[config.mk]
export PLATFORM = sky130hd
export DESIGN_NAME = rational_fraction_alu_top
export DESIGN_NICKNAME = d
export VERILOG_FILES = /design/src/rfa_pkg.sv /design/src/rational_fraction_alu_top.sv /design/src/rfa_reduce.sv
export SDC_FILE = /design/constraint.sdc
export NUM_CORES = 2
export LEC_CHECK = 0
export BUFFER_PORTS_ARGS = -buffer_cell sky130_fd_sc_hd__buf_2
export CORE_MARGIN = 3
export CORE_UTILIZATION = 45
export DETAILED_ROUTE_END_ITERATION = 16
export GPL_ROUTABILITY_DRIVEN = 0
export GPL_TIMING_DRIVEN = 0
export PLACE_DENSITY = 0.64
export SYNTH_ARGS = -nofsm -noshare
export SYNTH_HDL_FRONTEND = slang
export SYNTH_SLANG_ARGS = --single-unit
[constraint.sdc]
create_clock -name aclk -period 21.1 [get_ports aclk]
set_input_delay 1.055 -clock aclk [delete_from_list [all_inputs] [get_ports aclk]]
set_output_delay 1.055 -clock aclk [all_outputs]
set_load 0.03 [all_outputs]
[src/rfa_pkg.sv]
`timescale 1ns / 1ps
`default_nettype none

package rfa_pkg;

    // Internal arithmetic width and result field width
    localparam int DATA_W = 64;
    localparam int RES_W  = 32;
    localparam int FUNC_W = 2;

    localparam int DEF_OPERAND_WIDTH = 16;

    // Operation codes
    localparam logic [FUNC_W-1:0] FUNC_ADD = 2'd0;
    localparam logic [FUNC_W-1:0] FUNC_SUB = 2'd1;
    localparam logic [FUNC_W-1:0] FUNC_MUL = 2'd2;
    localparam logic [FUNC_W-1:0] FUNC_DIV = 2'd3;

    // Request to the shared reduction unit
    typedef struct packed {
        logic start;
        logic wide;     // 1: full-width quotient, 0: operand-width quotient
    } red_ctl_t;

endpackage

`default_nettype wire

[src/rational_fraction_alu_top.sv]
`timescale 1ns / 1ps
`default_nettype none

// Fraction ALU: add, subtract, multiply or divide two signed fractions and
// return the result reduced by the gcd of |num| and |den|.
// Input channel (s_valid/s_ready): func and four OPERAND_WIDTH-bit signed
// operands. Result channel (m_valid/m_ready): 32-bit numerator, denominator
// and valid_res, which is low (with both fields zero) for a zero denominator.
// One item is in flight at a time; s_ready is high only while idle.
// Each item is sequenced through one shared reduction unit (binary gcd, one
// step per cycle, then two restoring dividers, one quotient bit per cycle)
// and one OPERAND_WIDTH x OPERAND_WIDTH multiplier used for three products.
// Latency per item is data dependent: both operand reductions and the result
// reduction run in turn, and each is shorter when the gcd search ends early
// or no division is needed. A new item is accepted only in the idle state,
// after the previous result has been handed over.
// The result is held in an output register until taken; a stalled receiver
// keeps the block busy and s_ready low. Synchronous active-low reset returns
// the sequencer and the reduction unit to idle and drops m_valid.
module rational_fraction_alu_top #(
    parameter int OPERAND_WIDTH = rfa_pkg::DEF_OPERAND_WIDTH
) (
    input  logic                              aclk,
    input  logic                              aresetn,
    input  logic                              s_valid,
    output logic                              s_ready,
    input  logic [rfa_pkg::FUNC_W-1:0]        s_func,
    input  logic signed [OPERAND_WIDTH-1:0]   s_a_num,
    input  logic signed [OPERAND_WIDTH-1:0]   s_a_den,
    input  logic signed [OPERAND_WIDTH-1:0]   s_b_num,
    input  logic signed [OPERAND_WIDTH-1:0]   s_b_den,
    output logic                              m_valid,
    input  logic                              m_ready,
    output logic signed [rfa_pkg::RES_W-1:0]  m_res_num,
    output logic signed [rfa_pkg::RES_W-1:0]  m_res_den,
    output logic                              m_valid_res
);
    import rfa_pkg::*;

    localparam int W      = OPERAND_WIDTH;
    localparam int PROD_W = 2 * OPERAND_WIDTH;

    // sequencer states
    localparam logic [2:0] S_IDLE  = 3'd0;
    localparam logic [2:0] S_CHECK = 3'd1;
    localparam logic [2:0] S_RED_A = 3'd2;
    localparam logic [2:0] S_RED_B = 3'd3;
    localparam logic [2:0] S_MUL   = 3'd4;
    localparam logic [2:0] S_SUM   = 3'd5;
    localparam logic [2:0] S_RCHK  = 3'd6;
    localparam logic [2:0] S_RED_R = 3'd7;
    // ST_OUT shares no code with the above: state is 4 bits wide
    localparam logic [3:0] ST_OUT  = 4'd8;

    localparam logic [1:0] MUL_LAST = 2'd2;

    logic [3:0]              state_reg, state_next;
    logic [FUNC_W-1:0]       func_reg, func_next;
    logic signed [W-1:0]     an_reg, an_next;
    logic signed [W-1:0]     ad_reg, ad_next;
    logic signed [W-1:0]     bn_reg, bn_next;
    logic signed [W-1:0]     bd_reg, bd_next;
    logic [1:0]              mcnt_reg, mcnt_next;
    logic signed [PROD_W-1:0] p1_reg, p1_next;
    logic signed [PROD_W-1:0] p2_reg, p2_next;
    logic signed [PROD_W-1:0] p3_reg, p3_next;
    logic [DATA_W-1:0]       rn_reg, rn_next;
    logic [DATA_W-1:0]       rd_reg, rd_next;
    logic [RES_W-1:0]        res_num_reg, res_num_next;
    logic [RES_W-1:0]        res_den_reg, res_den_next;
    logic                    res_ok_reg, res_ok_next;

    logic signed [W-1:0]      mul_x;
    logic signed [W-1:0]      mul_y;
    logic signed [PROD_W-1:0] prod;

    red_ctl_t          red_ctl;
    logic [DATA_W-1:0] red_n;
    logic [DATA_W-1:0] red_d;
    logic              red_done;
    logic [DATA_W-1:0] red_n_out;
    logic [DATA_W-1:0] red_d_out;

    rfa_reduce #(
        .OPERAND_WIDTH(OPERAND_WIDTH)
    ) u_reduce (
        .aclk    (aclk),
        .aresetn (aresetn),
        .ctl     (red_ctl),
        .n_in    (red_n),
        .d_in    (red_d),
        .done    (red_done),
        .n_out   (red_n_out),
        .d_out   (red_d_out)
    );

    // single shared multiplier, registered into p1..p3
    assign prod = mul_x * mul_y;

    always_comb begin
        state_next   = state_reg;
        func_next    = func_reg;
        an_next      = an_reg;
        ad_next      = ad_reg;
        bn_next      = bn_reg;
        bd_next      = bd_reg;
        mcnt_next    = mcnt_reg;
        p1_next      = p1_reg;
        p2_next      = p2_reg;
        p3_next      = p3_reg;
        rn_next      = rn_reg;
        rd_next      = rd_reg;
        res_num_next = res_num_reg;
        res_den_next = res_den_reg;
        res_ok_next  = res_ok_reg;

        red_ctl.start = 1'b0;
        red_ctl.wide  = 1'b0;
        red_n         = DATA_W'(an_reg);
        red_d         = DATA_W'(ad_reg);

        mul_x = an_reg;
        mul_y = bd_reg;

        unique case (state_reg)
            {1'b0, S_IDLE}: begin
                if (s_valid) begin
                    func_next  = s_func;
                    an_next    = s_a_num;
                    ad_next    = s_a_den;
                    bn_next    = s_b_num;
                    bd_next    = s_b_den;
                    state_next = {1'b0, S_CHECK};
                end
            end
            {1'b0, S_CHECK}: begin
                if (ad_reg == '0 || bd_reg == '0) begin
                    // zero operand denominator: no fraction
                    res_num_next = '0;
                    res_den_next = '0;
                    res_ok_next  = 1'b0;
                    state_next   = ST_OUT;
                end else begin
                    red_ctl.start = 1'b1;
                    state_next    = {1'b0, S_RED_A};
                end
            end
            {1'b0, S_RED_A}: begin
                // hold b on the unit inputs so it can start right after a
                red_n = DATA_W'(bn_reg);
                red_d = DATA_W'(bd_reg);
                if (red_done) begin
                    an_next       = red_n_out[W-1:0];
                    ad_next       = red_d_out[W-1:0];
                    red_ctl.start = 1'b1;
                    state_next    = {1'b0, S_RED_B};
                end
            end
            {1'b0, S_RED_B}: begin
                if (red_done) begin
                    bn_next    = red_n_out[W-1:0];
                    bd_next    = red_d_out[W-1:0];
                    mcnt_next  = '0;
                    state_next = {1'b0, S_MUL};
                end
            end
            {1'b0, S_MUL}: begin
                unique case (mcnt_reg)
                    2'd0: begin
                        mul_x   = an_reg;
                        mul_y   = (func_reg == FUNC_MUL) ? bn_reg : bd_reg;
                        p1_next = prod;
                    end
                    2'd1: begin
                        mul_x   = bn_reg;
                        mul_y   = ad_reg;
                        p2_next = prod;
                    end
                    default: begin
                        mul_x   = ad_reg;
                        mul_y   = (func_reg == FUNC_DIV) ? bn_reg : bd_reg;
                        p3_next = prod;
                    end
                endcase
                if (mcnt_reg == MUL_LAST) begin
                    state_next = {1'b0, S_SUM};
                end else begin
                    mcnt_next = mcnt_reg + 2'd1;
                end
            end
            {1'b0, S_SUM}: begin
                unique case (func_reg)
                    FUNC_ADD: rn_next = DATA_W'(p1_reg) + DATA_W'(p2_reg);
                    FUNC_SUB: rn_next = DATA_W'(p1_reg) - DATA_W'(p2_reg);
                    default:  rn_next = DATA_W'(p1_reg);
                endcase
                rd_next    = DATA_W'(p3_reg);
                state_next = {1'b0, S_RCHK};
            end
            {1'b0, S_RCHK}: begin
                red_n = rn_reg;
                red_d = rd_reg;
                if (rd_reg == '0) begin
                    // divide by a zero numerator
                    res_num_next = '0;
                    res_den_next = '0;
                    res_ok_next  = 1'b0;
                    state_next   = ST_OUT;
                end else begin
                    red_ctl.start = 1'b1;
                    red_ctl.wide  = 1'b1;
                    state_next    = {1'b0, S_RED_R};
                end
            end
            {1'b0, S_RED_R}: begin
                if (red_done) begin
                    if (red_d_out[RES_W-1:0] == '0) begin
                        // denominator vanishes in the 32-bit result
                        res_num_next = '0;
                        res_den_next = '0;
                        res_ok_next  = 1'b0;
                    end else begin
                        res_num_next = red_n_out[RES_W-1:0];
                        res_den_next = red_d_out[RES_W-1:0];
                        res_ok_next  = 1'b1;
                    end
                    state_next = ST_OUT;
                end
            end
            ST_OUT: begin
                // hold the result until the receiver takes it
                if (m_ready) begin
                    state_next = {1'b0, S_IDLE};
                end
            end
            default: begin
                state_next = {1'b0, S_IDLE};
            end
        endcase
    end

    always_ff @(posedge aclk) begin
        if (!aresetn) begin
            state_reg <= {1'b0, S_IDLE};
        end else begin
            state_reg <= state_next;
        end
        func_reg    <= func_next;
        an_reg      <= an_next;
        ad_reg      <= ad_next;
        bn_reg      <= bn_next;
        bd_reg      <= bd_next;
        mcnt_reg    <= mcnt_next;
        p1_reg      <= p1_next;
        p2_reg      <= p2_next;
        p3_reg      <= p3_next;
        rn_reg      <= rn_next;
        rd_reg      <= rd_next;
        res_num_reg <= res_num_next;
        res_den_reg <= res_den_next;
        res_ok_reg  <= res_ok_next;
    end

    assign s_ready     = (state_reg == {1'b0, S_IDLE});
    assign m_valid     = (state_reg == ST_OUT);
    assign m_res_num   = res_num_reg;
    assign m_res_den   = res_den_reg;
    assign m_valid_res = res_ok_reg;

    a_one_side: assert property (@(posedge aclk) disable iff (!aresetn)
        !(s_ready && m_valid))
        else $error("top: ready and result valid together");

    a_invalid_zero: assert property (@(posedge aclk) disable iff (!aresetn)
        m_valid && !m_valid_res |-> m_res_num == '0 && m_res_den == '0)
        else $error("top: invalid result with nonzero fields");

    a_valid_den: assert property (@(posedge aclk) disable iff (!aresetn)
        m_valid && m_valid_res |-> m_res_den != '0)
        else $error("top: valid result with zero denominator");

    a_red_start: assert property (@(posedge aclk) disable iff (!aresetn)
        red_ctl.start |=> !red_done)
        else $error("top: reduction finished in the cycle after start");

endmodule

`default_nettype wire

[src/rfa_reduce.sv]
`timescale 1ns / 1ps
`default_nettype none

module rfa_reduce #(
    parameter int OPERAND_WIDTH = rfa_pkg::DEF_OPERAND_WIDTH
) (
    input  logic                        aclk,
    input  logic                        aresetn,
    input  rfa_pkg::red_ctl_t           ctl,
    input  logic [rfa_pkg::DATA_W-1:0]  n_in,
    input  logic [rfa_pkg::DATA_W-1:0]  d_in,
    output logic                        done,
    output logic [rfa_pkg::DATA_W-1:0]  n_out,
    output logic [rfa_pkg::DATA_W-1:0]  d_out
);
    import rfa_pkg::*;

    localparam int SHORT_SHIFT = DATA_W - OPERAND_WIDTH;
    localparam int CNT_W       = $clog2(DATA_W + 1);
    localparam int K_W         = $clog2(DATA_W);

    localparam logic [CNT_W-1:0] LEN_SHORT = CNT_W'(OPERAND_WIDTH);
    localparam logic [CNT_W-1:0] LEN_WIDE  = CNT_W'(DATA_W);

    localparam logic [1:0] R_IDLE = 2'd0;
    localparam logic [1:0] R_GCD  = 2'd1;
    localparam logic [1:0] R_DIV  = 2'd2;

    logic [1:0]        st_reg, st_next;
    logic              done_reg, done_next;
    logic              sn_reg, sn_next;
    logic              sd_reg, sd_next;
    logic              wide_reg, wide_next;
    logic [DATA_W-1:0] qn_reg, qn_next;
    logic [DATA_W-1:0] qd_reg, qd_next;
    logic [DATA_W-1:0] u_reg, u_next;
    logic [DATA_W-1:0] v_reg, v_next;
    logic [K_W-1:0]    k_reg, k_next;
    logic [DATA_W-1:0] g_reg, g_next;
    logic [DATA_W-1:0] rn_reg, rn_next;
    logic [DATA_W-1:0] rd_reg, rd_next;
    logic [CNT_W-1:0]  cnt_reg, cnt_next;

    always_comb begin
        logic [DATA_W-1:0] mag_n;
        logic [DATA_W-1:0] mag_d;
        logic [DATA_W-1:0] trial_n;
        logic [DATA_W-1:0] trial_d;
        logic              ge_n;
        logic              ge_d;

        st_next   = st_reg;
        done_next = 1'b0;
        sn_next   = sn_reg;
        sd_next   = sd_reg;
        wide_next = wide_reg;
        qn_next   = qn_reg;
        qd_next   = qd_reg;
        u_next    = u_reg;
        v_next    = v_reg;
        k_next    = k_reg;
        g_next    = g_reg;
        rn_next   = rn_reg;
        rd_next   = rd_reg;
        cnt_next  = cnt_reg;

        mag_n   = n_in[DATA_W-1] ? (~n_in + DATA_W'(1)) : n_in;
        mag_d   = d_in[DATA_W-1] ? (~d_in + DATA_W'(1)) : d_in;
        trial_n = {rn_reg[DATA_W-2:0], qn_reg[DATA_W-1]};
        trial_d = {rd_reg[DATA_W-2:0], qd_reg[DATA_W-1]};
        ge_n    = (trial_n >= g_reg);
        ge_d    = (trial_d >= g_reg);

        unique case (st_reg)
            R_IDLE: begin
                if (ctl.start) begin
                    sn_next   = n_in[DATA_W-1];
                    sd_next   = d_in[DATA_W-1];
                    qn_next   = mag_n;
                    qd_next   = mag_d;
                    u_next    = mag_n;
                    v_next    = mag_d;
                    k_next    = '0;
                    wide_next = ctl.wide;
                    st_next   = R_GCD;
                end
            end
            R_GCD: begin
                // binary gcd, one step per cycle
                priority if (u_reg == '0) begin
                    // zero numerator: leave the pair as it is
                    st_next   = R_IDLE;
                    done_next = 1'b1;
                end else if (u_reg == v_reg) begin
                    if (u_reg == DATA_W'(1) && k_reg == '0) begin
                        st_next   = R_IDLE;
                        done_next = 1'b1;
                    end else begin
                        g_next   = u_reg << k_reg;
                        rn_next  = '0;
                        rd_next  = '0;
                        cnt_next = wide_reg ? LEN_WIDE : LEN_SHORT;
                        qn_next  = wide_reg ? qn_reg : (qn_reg << SHORT_SHIFT);
                        qd_next  = wide_reg ? qd_reg : (qd_reg << SHORT_SHIFT);
                        st_next  = R_DIV;
                    end
                end else if (!u_reg[0] && !v_reg[0]) begin
                    u_next = u_reg >> 1;
                    v_next = v_reg >> 1;
                    k_next = k_reg + K_W'(1);
                end else if (!u_reg[0]) begin
                    u_next = u_reg >> 1;
                end else if (!v_reg[0]) begin
                    v_next = v_reg >> 1;
                end else if (u_reg > v_reg) begin
                    u_next = (u_reg - v_reg) >> 1;
                end else begin
                    v_next = (v_reg - u_reg) >> 1;
                end
            end
            R_DIV: begin
                // two restoring dividers sharing the divisor
                rn_next  = ge_n ? (trial_n - g_reg) : trial_n;
                rd_next  = ge_d ? (trial_d - g_reg) : trial_d;
                qn_next  = {qn_reg[DATA_W-2:0], ge_n};
                qd_next  = {qd_reg[DATA_W-2:0], ge_d};
                cnt_next = cnt_reg - CNT_W'(1);
                if (cnt_reg == CNT_W'(1)) begin
                    st_next   = R_IDLE;
                    done_next = 1'b1;
                end
            end
            default: begin
                st_next = R_IDLE;
            end
        endcase
    end

    always_ff @(posedge aclk) begin
        if (!aresetn) begin
            st_reg   <= R_IDLE;
            done_reg <= 1'b0;
        end else begin
            st_reg   <= st_next;
            done_reg <= done_next;
        end
        sn_reg   <= sn_next;
        sd_reg   <= sd_next;
        wide_reg <= wide_next;
        qn_reg   <= qn_next;
        qd_reg   <= qd_next;
        u_reg    <= u_next;
        v_reg    <= v_next;
        k_reg    <= k_next;
        g_reg    <= g_next;
        rn_reg   <= rn_next;
        rd_reg   <= rd_next;
        cnt_reg  <= cnt_next;
    end

    assign done  = done_reg;
    assign n_out = sn_reg ? (~qn_reg + DATA_W'(1)) : qn_reg;
    assign d_out = sd_reg ? (~qd_reg + DATA_W'(1)) : qd_reg;

    a_done_idle: assert property (@(posedge aclk) disable iff (!aresetn)
        done_reg |-> st_reg == R_IDLE)
        else $error("reduce: done while busy");

    a_start_idle: assert property (@(posedge aclk) disable iff (!aresetn)
        ctl.start |-> st_reg == R_IDLE)
        else $error("reduce: start while busy");

    a_gcd_nonzero: assert property (@(posedge aclk) disable iff (!aresetn)
        st_reg == R_GCD |-> v_reg != '0)
        else $error("reduce: gcd operand went to zero");

    a_rem_bound: assert property (@(posedge aclk) disable iff (!aresetn)
        st_reg == R_DIV |-> g_reg != '0 && rn_reg < g_reg && rd_reg < g_reg)
        else $error("reduce: remainder out of range");

    a_exact: assert property (@(posedge aclk) disable iff (!aresetn)
        done_reg && $past(st_reg == R_DIV) |-> rn_reg == '0 && rd_reg == '0)
        else $error("reduce: division by gcd not exact");

endmodule

`default_nettype wire
=== Word level (Yosys, flattened, before mapping) ===
Cells that the tools add are included.
Widths: inputs -> output; s select.

* Bits in registers: 794
* Input port bits: 70
* Output and inout port bits: 67
* Logic and storage cells: 244

* $add $sub $neg: 13
* Multiply operators: 1
* Order comparisons: 3
* Equality and inequality tests: 40
* Shift operators: 1
* Muxes and demuxes: 106
* Bitwise operators: 7
* Reductions and logical operators: 42

{| class="wikitable"
|+ Operator list
! operator !! count
|-
| $mux 64 || 24
|-
| $pmux 64 s2 || 5
|-
| $pmux 64 s3 || 2
|-
| $mux 63 || 5
|-
| $mux 32 || 8
|-
| $pmux 63 s2 || 2
|-
| $pmux 16 s2 || 6
|-
| $pmux 32 s3 || 2
|-
| $mux 16 || 10
|-
| $add 64x1->64 const B || 2
|-
| $ge 64x64->1 || 2
|-
| $logic_not 64->1 || 2
|-
| $not 64->64 || 2
|-
| $sub 64x64->64 || 2
|-
| $sub 63x63->63 || 2
|-
| $add 32x1->32 const B || 2
|-
| $eq 64x1->1 const B || 1
|-
| $eq 64x64->1 || 1
|-
| $gt 64x64->1 || 1
|-
| $not 32->32 || 2
|-
| $shl 64x6->64 || 1
|-
| $pmux 4 s9 || 1
|-
| $add 32x32->33 || 1
|-
| $sub 32x32->33 || 1
|-
| 43 further kinds || 126
|}

=== Longest topological paths before layout ===
* Depth after elaboration: 8
* Gate-level depth with buffers: 36
* Gate-level depth less buffers: 32

=== Cells and area by module ===
A second synthesis with hierarchy kept.

* Cells, all modules: 7783
* Area, all modules: 69241.4 um^2

{| class="wikitable"
|+ By module, submodules not included
! module !! instances !! cells each !! area each (um^2) !! sequential area each (um^2)
|-
| rfa_reduce || 1 || 5355 || 44432.6 || 13933.4
|-
| rational_fraction_alu_top || 1 || 2428 || 24808.8 || 8908.5
|}

=== Least setup slack after synthesis ===
OpenSTA, ideal clock, no wires.

* Path type: register to register
* Start: register u_reduce.u_reg[37]
* End: register u_reduce.qd_reg[0] (enable)
* Setup time: 820 ps
* Data arrival time: 11618 ps
* Data required time: 20280 ps
* Path slack: 8662 ps
* Cell stages (with the launch flop): 10
* Path buffers: 2
* Clock period less this slack: 12438 ps
* Cells stage by stage: edfxtp_1 > ha_1 > clkbuf_1 > and2_1 > and3_1 > clkbuf_1 > nand4_1 > nor2_1 > nand4b_1 > a221oi_1

* Cells in the longest elaborated chain, start to end: 4
* Elaborated cells on any way between the ends: 8
* Classes of those cells: eq/ne (5); reduce/logical (3)

{| class="wikitable"
|+ RTL lines
! item !! RTL line !! text
|-
| start, declared || rfa_reduce.sv:36 || <nowiki>logic [DATA_W-1:0] u_reg, u_next;</nowiki>
|-
| start signal, assigned || rfa_reduce.sv:152 || <nowiki>u_reg <= u_next;</nowiki>
|-
| $eq 64x1->1 || rfa_reduce.sv:95 || <nowiki>if (u_reg == DATA_W'(1) && k_reg == '0) begin</nowiki>
|-
| $logic_and 1x1->1 || rfa_reduce.sv:95 ||
|-
| $ne 2x2->1 (no line) || - ||
|-
| $reduce_and 6->1 (no line) * || - ||
|-
| end signal, assigned || rfa_reduce.sv:151 || <nowiki>qd_reg <= qd_next;</nowiki>
|-
| end, declared || rfa_reduce.sv:35 || <nowiki>logic [DATA_W-1:0] qd_reg, qd_next;</nowiki>
|}

Every way passes the cells marked *; elsewhere a longest branch is shown, timed or not.
A chain may end at the register's enable or synchronous reset.

=== Worst setup path after layout ===
* Start: register state_reg[2]
* End: register p1_reg[30], data pin

* Cells in the longest elaborated chain, start to end: 3
* Elaborated cells on any way between the ends: 4
* Classes of those cells: mul (1); eq/ne (1); mux (2)

{| class="wikitable"
|+ RTL lines
! item !! RTL line !! text
|-
| start, declared || rational_fraction_alu_top.sv:57 || <nowiki>logic [3:0] state_reg, state_next;</nowiki>
|-
| start signal, assigned || rational_fraction_alu_top.sv:244 || <nowiki>state_reg <= {1'b0, S_IDLE};</nowiki>
|-
| start signal, assigned || rational_fraction_alu_top.sv:246 || <nowiki>state_reg <= state_next;</nowiki>
|-
| $eq 4x3->1 * || rational_fraction_alu_top.sv:125 || <nowiki>unique case (state_reg)</nowiki>
|-
| $mux 16 || rational_fraction_alu_top.sv:125 ||
|-
| $mul 16x16->32 * || rational_fraction_alu_top.sv:98 || <nowiki>assign prod = mul_x * mul_y;</nowiki>
|-
| via prod[30] || rational_fraction_alu_top.sv:75 || <nowiki>logic signed [PROD_W-1:0] prod;</nowiki>
|-
| end signal, assigned || rational_fraction_alu_top.sv:254 || <nowiki>p1_reg <= p1_next;</nowiki>
|-
| end, declared || rational_fraction_alu_top.sv:64 || <nowiki>logic signed [PROD_W-1:0] p1_reg, p1_next;</nowiki>
|}

The timed path passes the listed nets; every way through them passes the cells marked *.

==> results.yml <==
synth:
  async_flop_share_pct: 0
  synthMuxAreaShare_pct: 3.533
  synthAdderAreaFrac_pct: 15.52
  synth_top_family_by_area: "compound AO/OA/AOI/OAI gates"
  synthXorXnorAreaFrac_pct: 5.772
  synth_edf_count: 756
  synth_area_per_cell_um2: 9.028
  ys.flop_type: "edfxtp_1"
  synth_cell_types: 92
  ys_ff_latch: 763
  yosys.area_share.simple_pct: 15.41
  synth_warnings: 0
  syn_inst: 7277
  synth_compound_area_share_pct: 18.96
  ys_seq_area_share_pct: 34.77
  synth_area_um2: 65700
layout:
  final_net_count: 8263
  final_layout_size_suffix_gt1_share_pct: 5.915
  post-route-util_pct: 50.08
  synthToLayoutAreaGrowth_pct: 10.04
  fin_area_um2: 72300
timing:
  hold_violations: 0
  min_period_ps: 11100
  tightest_slew_ps: 1578
  slew_headroom_pct: -6.703
  rsz0062_at_grt: "false"
  setup_viol: 0
  hold_slack_ps: 398.8
  final.setup_skew_ps: 48.90
  post-route-period-util_pct: 52.60
  fmax_mhz: 90.11
  setup_tns_ps: 0
  slew_violations: 3
floorplan:
  core_area_um2: 144400
  initial_core_util_pct: 45.51
  rows: 139
  die_y_um: 388.1
  die_area_um2: 150600
  pin_count: 137
  die-width_um: 388.1
global_routing:
  track_usage_pct: 31.45
  antenna_found_initial: 7
  grt_max_degree: 38
  grt_pass1_vias: 56570
  grt_overflow_total: 0
  grt_pass1_wl_mm: 358.7
placed_design:
  placed_area_um2: 69400
  io_buffers: 136
  place_hpwl_mm: 194.2
setup_path:
  cp_max_fo: 10
  cpMostUsedCell: "fa_1"
  critPathLaunchType: "flip-flop"
  slowest_stage: "xnor2_1"
  slowest_delay_ps: 1030
  cp-end-kind: "flip-flop"
  required_ps: 21440
  crit_arrival_ps: 11440
  path_class: "flip-flop to flip-flop"
detailed_routing:
  drt-total-wl_mm: 243.3
  wl_per_cell_um: 25.57
  viasPerCell: 6.233
  firstDrtPassIters: 10
  drtIter0Drc: 7600
  dr_total_vias: 59310
  final_antenna_net_count: 0
  drc_errors: 0
cts:
  cts_tree: "done"
  post_cts_buffers: 0
  cts.sinks: 763
  cts-root-buf: "clkbuf_16"
  h-tree-depth: 3
  cts_buffers: 88
  ctsHoldBuffers: 0
  clkTransAtPathRegs_ps: 60
  clockBufferDepth: 3
  ctsResizeCount: 0
  insertion_delay_ps: 750
run_status:
  violations: "capacitance limit, slew limit"
  status: "finished with violations"
flow_run:
  drv_cap: 1
hold_path:
  min-delay-path-class: "flip-flop to flip-flop"
[area by class of cell]
cell class / instances / area [um2]
Tap cell: 1903 / 2381
Fill cell: 13490 / 72050
Antenna cell: 4 / 10.01
Buffer: 406 / 1574
Clock inverter: 52 / 564.3
Timing Repair Buffer: 170 / 1239
Sequential cell: 763 / 22840
Clock buffer: 108 / 2318
Multi-Input combinational cell: 5472 / 38980
Inverter: 637 / 2391
[per-layer routing]
layer  track usage (%)  share of wire [%]  vias up
met3             8.629                 12      878
met5                 0             0.0082        -
li1                  -                  -    26350
met1             39.95                 38    28340
met4             18.26                7.2        4
met2             48.18                 43     3738
[cells by family (layout without fill, tap and decap cells)]
logic type | count (synthesis) | count (layout)
flops | 763 | 763
simple gates | 2230 | 2230
xor+xnor | 433 | 433
buf+inv | 1043 | 1373
compound gates | 1985 | 1985
fa+ha+maj | 655 | 655
mux | 167 | 167
other cells | 1 | 6
[cell usage in the layout (no fill, tap or decap), types with 244 or more instances in the layout]
| cell type | instances |
|---|---|
| a21oi_1 | 680 |
| clkbuf_1 | 372 |
| edfxtp_1 | 756 |
| fa_1 | 267 |
| ha_1 | 388 |
| inv_1 | 631 |
| nand2_1 | 778 |
| nor2_1 | 730 |
| o21ai_0 | 443 |
| xnor2_1 | 244 |
[final timing paths]
check                             startpoint          to  slack (ps)  cells past startpoint
worst min-delay path               p3_reg[5]   rd_reg[5]         400                      0
worst max register to register  state_reg[2]  p1_reg[30]       10000                     31
worst min register to register     p3_reg[5]   rd_reg[5]         400                      0
worst max-delay path            state_reg[2]  p1_reg[30]       10000                     31
[through the flow]
step,std cells,worst slack (ps)
4_1_cts,9510,10190
3_3_place_gp,9317,3806
5_1_grt,9511,9520
2_1_floorplan,7278,8662
3_5_place_dp,9350,10260
6_report,9515,10000
[worst max-delay path: cells and delay by family, from the launching register on]
family          cells  cell delay (ps)
fa+ha+maj           7             3620
compound gates      9             2600
buf+inv            10             2250
xor+xnor            1             1030
simple gates        4              830
flops               1              370
[Yosys cell counts (65+ instances only)]
master    number  area (um2)
a21o_1       179        1344
xor2_1       189        1655
nor3_1        70       350.3
mux2i_1       98       980.9
nand4_1       83       519.3
o21ai_0      443        2217
o21bai_1      68       510.5
a22o_1        89       779.5
inv_1        631        2369
a21oi_1      680        3403
a221oi_1      65       569.3
edfxtp_1     756       22700
ha_1         388        4855
nand2_1      780        2928
fa_1         267        5345
and3_1        72       450.4
nand3_1      105       525.5
clkbuf_1     357        1340
nor2_1       734        2755
nand2b_1      79       494.2
xnor2_1      244        2137
Power is left out: the tool's default activity adds up to more than one toggle a clock period on the data nets, which glitch-free logic cannot reach.
